$ cat src/design/assert_macros.svh
// assertion macros for the rtl, included by object_id_color_hash
`ifndef ASSERT_MACROS_SVH
`define ASSERT_MACROS_SVH

`ifndef SYNTHESIS

// clocked check, held off while reset is asserted
`define ASSERT_CLK(label, prop) \
    label: assert property (@(posedge clk) disable iff (!rst_n) prop) \
        else $error("assertion failed");

// clocked check that also runs during reset
`define ASSERT_ALWAYS(label, prop) \
    label: assert property (@(posedge clk) prop) \
        else $error("assertion failed");

`else

`define ASSERT_CLK(label, prop)
`define ASSERT_ALWAYS(label, prop)

`endif

`endif

$ cat src/design/oich_pkg.sv
// constants, types and helpers for the object id color hash
package oich_pkg;

    // default number of mixer rounds
    localparam int unsigned HASH_ROUNDS_DEF = 4;

    // mixer constants
    localparam logic [31:0] V0_START   = 32'h0000_0123;
    localparam logic [31:0] ROUND_STEP = 32'h9e37_79b9;
    localparam logic [31:0] KEY_A      = 32'ha341_316c;
    localparam logic [31:0] KEY_B      = 32'hc801_3ea4;
    localparam logic [31:0] KEY_C      = 32'had90_777d;
    localparam logic [31:0] KEY_D      = 32'h7e95_761e;

    // payload carried down the pipeline
    typedef struct packed {
        logic [31:0] a;
        logic [31:0] c;
        logic        nz;
        logic        fe;
    } pipe_t;

    // running sum after round k (counting from 0), elaborated as a constant
    function automatic logic [31:0] round_sum(input int unsigned k);
        logic [63:0] prod;
        prod = 64'(k + 1) * 64'(ROUND_STEP);
        return prod[31:0];
    endfunction

    // one mixer term: ((x << 4) + ka) ^ (x + sum) ^ ((x >> 5) + kb)
    function automatic logic [31:0] mix_term(input logic [31:0] x,
                                             input logic [31:0] sum,
                                             input logic [31:0] ka,
                                             input logic [31:0] kb);
        return ((x << 4) + ka) ^ (x + sum) ^ ((x >> 5) + kb);
    endfunction

endpackage

$ cat src/design/object_id_color_hash.sv
// object id to color hash: pipelined tea-style mixer over a decoded pixel id
// throughput: one pixel per cycle unless out_ready stalls, each stage after decode holds one half round of the mixer
// stalls back up stage by stage, empty stages keep taking requests
// reset: asynchronous, active low, clears all stage valid bits
`include "assert_macros.svh"

module object_id_color_hash #(
    parameter int unsigned HASH_ROUNDS = oich_pkg::HASH_ROUNDS_DEF
) (
    input  logic        clk,
    input  logic        rst_n,
    input  logic        in_valid,
    output logic        in_ready,
    input  logic [15:0] red_level,
    input  logic [15:0] green_level,
    input  logic [15:0] blue_level,
    input  logic        frame_end,
    output logic        out_valid,
    input  logic        out_ready,
    output logic [15:0] red_out,
    output logic [15:0] green_out,
    output logic [15:0] blue_out,
    output logic        alpha_out,
    output logic        frame_end_out
);

    // decode stage plus two half rounds per round
    localparam int unsigned NSTAGE = 2 * HASH_ROUNDS + 1;
    localparam int unsigned LAST   = NSTAGE - 1;

    oich_pkg::pipe_t stage_reg  [NSTAGE];
    oich_pkg::pipe_t stage_next [NSTAGE];
    logic            valid_reg  [NSTAGE];
    logic            stage_ready[NSTAGE];
    logic [31:0]     id_sum;

    // per stage ready, a stage moves when empty or when its successor moves
    generate
        for (genvar j = 0; j < NSTAGE; j++) begin : g_ready
            if (j == LAST) begin : g_end
                assign stage_ready[j] = !valid_reg[j] || out_ready;
            end
            else begin : g_mid
                assign stage_ready[j] = !valid_reg[j] || stage_ready[j + 1];
            end
        end
    endgenerate

    assign in_ready = stage_ready[0];

    // id decode: (r >> 8) + g + (b << 8)
    always_comb
    begin
        id_sum = 32'(red_level[15:8]) + 32'(green_level) + {8'd0, blue_level, 8'd0};
        stage_next[0].a  = oich_pkg::V0_START;
        stage_next[0].c  = id_sum;
        stage_next[0].nz = (id_sum != 32'd0);
        stage_next[0].fe = frame_end;
    end

    // half round stages
    generate
        for (genvar j = 1; j < NSTAGE; j++) begin : g_half
            localparam int unsigned    RND = (j - 1) / 2;
            localparam logic [31:0]    SUM = oich_pkg::round_sum(RND);
            if (j % 2 == 1) begin : g_upd_a
                always_comb
                begin
                    stage_next[j]   = stage_reg[j - 1];
                    stage_next[j].a = stage_reg[j - 1].a +
                        oich_pkg::mix_term(stage_reg[j - 1].c, SUM,
                                           oich_pkg::KEY_A, oich_pkg::KEY_B);
                end
            end
            else begin : g_upd_c
                always_comb
                begin
                    stage_next[j]   = stage_reg[j - 1];
                    stage_next[j].c = stage_reg[j - 1].c +
                        oich_pkg::mix_term(stage_reg[j - 1].a, SUM,
                                           oich_pkg::KEY_C, oich_pkg::KEY_D);
                end
            end
        end
    endgenerate

    // stage valid bits and payload
    generate
        for (genvar j = 0; j < NSTAGE; j++) begin : g_stage
            logic up_valid;
            if (j == 0) begin : g_src_in
                assign up_valid = in_valid;
            end
            else begin : g_src_stage
                assign up_valid = valid_reg[j - 1];
            end

            always_ff @(posedge clk or negedge rst_n)
            begin
                if (!rst_n)
                begin
                    valid_reg[j] <= 1'b0;
                end
                else if (stage_ready[j])
                begin
                    valid_reg[j] <= up_valid;
                end
            end

            always_ff @(posedge clk)
            begin
                if (stage_ready[j] && up_valid)
                begin
                    stage_reg[j] <= stage_next[j];
                end
            end
        end
    endgenerate

    // result, zero id gives a blank pixel
    assign out_valid     = valid_reg[LAST];
    assign red_out       = stage_reg[LAST].nz ? stage_reg[LAST].a[15:0]  : 16'd0;
    assign green_out     = stage_reg[LAST].nz ? stage_reg[LAST].a[31:16] : 16'd0;
    assign blue_out      = stage_reg[LAST].nz ? stage_reg[LAST].c[15:0]  : 16'd0;
    assign alpha_out     = stage_reg[LAST].nz;
    assign frame_end_out = stage_reg[LAST].fe;

    // input is held off only when the result side backs up
    `ASSERT_CLK(a_stall_source, !in_ready |-> (out_valid && !out_ready))
    // an accepted request lands in the decode stage
    `ASSERT_CLK(a_accept_fills, (in_valid && in_ready) |=> valid_reg[0])
    // a result that is not taken stays on the port
    `ASSERT_CLK(a_result_holds, (out_valid && !out_ready) |=> out_valid)

endmodule
$ cat config.mk
export PLATFORM = sky130hd
export DESIGN_NAME = object_id_color_hash
export DESIGN_NICKNAME = d
export VERILOG_FILES = /design/src/design/oich_pkg.sv /design/src/design/object_id_color_hash.sv
export VERILOG_INCLUDE_DIRS = /design/src /design/src/design
export SDC_FILE = /design/constraint.sdc
export NUM_CORES = 2
export LEC_CHECK = 0
export BUFFER_PORTS_ARGS = -buffer_cell sky130_fd_sc_hd__buf_2
export CAP_MARGIN = 20
export CORE_MARGIN = 5
export CORE_UTILIZATION = 55
export CTS_CLUSTER_DIAMETER = 30
export CTS_CLUSTER_SIZE = 8
export DETAILED_ROUTE_END_ITERATION = 12
export HOLD_SLACK_MARGIN = 0.02
export PLACE_DENSITY = 0.83
export SYNTH_ARGS = -nofsm -noshare
export SYNTH_HDL_FRONTEND = slang
export SYNTH_SLANG_ARGS = --single-unit
export TNS_END_PERCENT = 10
$ cat constraint.sdc
create_clock -name clk -period 5.15 [get_ports clk]
set_input_delay 0.7725 -clock clk [delete_from_list [all_inputs] [get_ports clk]]
set_output_delay 0.7725 -clock clk [all_outputs]
set_load 0.01 [all_outputs]
==> run_results.csv <==
group,metric,value,unit
synthesis,yosys-mux-area-fraction,0.000939,
synthesis,synth_fp_nets,4658,
outcome,status,"complete, no violations",
clock_tree,ctsRootBufferMaster,"clkbuf_16",
synthesis,synth-main-ff-cell,"edfxtp_1",
critical_path,crit_family,"compound AO/OA/AOI/OAI gates",
layout,final_nets,4834,
synthesis,synth_most_common_cell,"xnor2_1",
timing,clock_skew,36.4,ps
timing,hold_viol,0,
layout,antenna_cells,0,
floorplan,rows,102,
critical_path,criticalPathCategory,"reg -> reg",
synthesis,yosysTopAreaCell,"edfxtp_1",
synthesis,yosys_warnings,0,
critical_path,cpPeakStageDelay,510,ps
clock_tree,h-tree-depth,3,
floorplan,die_width,288,um
critical_path,slowest_stage,"edfxtp_1",
route,ant_nets,0,
critical_path,cp_cell_sequence,"ha_1 > a2111o_1 > a211o_1 > a31o_2 > nor3_1 > xnor2_1 > xnor2_1 > ha_1 > a21o_1 > a21oi_1 > o21ai_0 > a311o_1 > a21oi_1 > o21ai_0 > o21ai_0 > a21oi_1 > xor2_1",
synthesis,synth.area.top_cells,"edfxtp_1 (36%), xnor2_1 (19%), ha_1 (8.1%), xor2_1 (4.5%), a21oi_1 (3.1%)",
clock_tree,clock_latency,660,ps
route,firstDrtPassIters,6,
clock_tree,clkTransAtPathRegs,40,ps
layout,finalNonFillerCells,5627,
timing,slew_headroom,0.457,
placed_design,place_congestion,0.922,
layout,syn_to_final_growth,14.8,%
timing,slew_viol_final,0,
synthesis,yosys.area_share.simple,0.126,
floorplan,fp.dieH,288,um
synthesis,synthAdderAreaFrac,0.0844,
layout,largest_reg_flops,516,
floorplan,core_area,0.0772,mm^2
route,post_drt_via_cell_ratio,5.84,
synthesis,syn_area,0.0426,mm^2
timing,finalSetupViolCount,0,
synthesis,synth-async-reset-ratio,0.0171,
route,drtIter0Drc,1872,
placed_design,placed_cells,5424,
layout,drive_gt1_frac,0.116,
critical_path,critPathCaptureType,"register",
timing,min_period_over_period,0.967,
clock_tree,clock_path_buffers,3,
global_route,grt_use_total,0.228,
synthesis,seq_area_frac_synth,0.369,
layout,fillers,5793,
global_route,antenna_found_initial,0,
timing,timing.hold.ws,291,ps
critical_path,crit_required,5560,ps
critical_path,cp_max_fo,7,
global_route,grt_max_degree,67,
route,wl_per_cell,17.3,um
critical_path,worstSetupStartpointType,"register",
clock_tree,cts-buffers-inserted,107,
global_route,grt_pass1_wl,159000,um
synthesis,ys_seq_elements,525,
route,drt-total-wl,97300,um
timing,tightest_slew,810,ps
timing,rsz0062_at_grt,"true",
synthesis,synth_common_cells,"xnor2_1 (920), edfxtp_1 (516), ha_1 (275)",
synthesis,synth_top_area_frac,0.363,
timing,period_needed,4980,ps
clock_tree,cts_num_sinks,525,
floorplan,initial_core_util,0.552,
synthesis,synth-compound-area-share,0.147,
synthesis,synth_top_family_by_area,"XOR/XNOR gates",
synthesis,synthXorXnorAreaFrac,0.245,
min_path,hp-class,"in -> reg",
route,post-route-drc-count,0,
placed_design,hpwl,73400,um
synthesis,syn-instance-count,4322,
clock_tree,cts_tree,"done",
synthesis,ys_types,91,
critical_path,worst-path-buf-inv,0,
flow_run,drv_cap,0,
placed_design,port_buffers,96,
global_route,gr-total-overflow,0,
floorplan,ioPinCount,105,
route,route.vias.total,32850,
critical_path,cp_data_arrival_time,5390,ps
floorplan,fp.dieArea,0.0832,mm^2
synthesis,avgSynthCellArea,9.87,um^2
timing,max_freq,0.201,GHz
global_route,grt_pass1_vias,33671,
synthesis,synth_edf_count,516,
## layout by cell type, fill, tap and decap left out, types with 107 or more instances in the layout
cell type	count
nand2_1	273
xnor2_1	919
buf_4	170
inv_1	117
a21o_1	107
xor2_1	218
o21ai_0	173
ha_1	274
nor2_1	261
a21oi_1	258
edfxtp_1	516
clkbuf_16	107
## layer usage
layer,track usage,vias up,part of all wire
met4,0.129,0,0.055
met3,0.0282,413,0.041
met1,0.233,15598,0.37
met5,0,-,0
met2,0.444,1066,0.54
li1,-,15773,-
## what timing repair did
item / 4_1_cts / 5_1_grt
resized for setup: 2 / 37
endpoints found under the setup margin: 1 / 15
pin swaps: 0 / 6
endpoints found under the hold margin: 9 / 0
hold buffers: 1 / 0
setup buffers: 0 / 2
## through the flow
step	setup TNS (ps)	setup WS (ps)	util	instance area, um^2
6_report	0	171	0.634	49000
5_1_grt	-162	-152	0.634	49000
4_1_cts	0	2.08	0.632	48800
3_5_place_dp	-21.8	-21.8	0.582	45000
3_3_place_gp	0	30.9	0.582	45000
2_1_floorplan	0	44.4	-	42600
## final timing paths
kind,end,slack (ps),start,depth (start not counted)
setup / recovery,stage_reg[1][260]$_DFFE_PP_,170,stage_reg[1][137]$_DFFE_PP_,17
hold / removal,stage_reg[0][0]$_DFFE_PP_,290,frame_end,1
setup reg to reg,stage_reg[1][260]$_DFFE_PP_,170,stage_reg[1][137]$_DFFE_PP_,17
hold reg to reg,stage_reg[0][133]$_DFFE_PP_,410,stage_reg[0][67]$_DFFE_PP_,0
max in group asynchronous,g_stage[8].up_valid$_DFFE_PN0P_,4460,rst_n,2
min in group asynchronous,g_stage[1].up_valid$_DFFE_PN0N_,500,rst_n,2
## final cells by class
type | count | area (um^2) | area share
Multi-Input combinational cell | 3478 | 25900 | 0.529
Sequential cell | 525 | 15700 | 0.321
Clock buffer | 128 | 2800 | 0.0571
Timing Repair Buffer | 269 | 1810 | 0.0370
Tap cell | 1040 | 1300 | 0.0266
Clock inverter | 70 | 1000 | 0.0204
Inverter | 117 | 439 | 0.00897
## cell families (layout without fill, tap and decap cells)
| group | count (synthesis) | in the layout |
|---|---|---|
| adders and majority gates | 283 | 283 |
| AOI/OAI and AO/OA | 945 | 945 |
| xor gates and xnor gates | 1159 | 1159 |
| DFF | 525 | 525 |
| muxes | 4 | 4 |
| buffers and inverters | 319 | 584 |
| and+or+nand+nor | 1087 | 1087 |
Power is left out: the tool's default activity adds up to more than one toggle a clock period on the data nets, which glitch-free logic cannot reach.
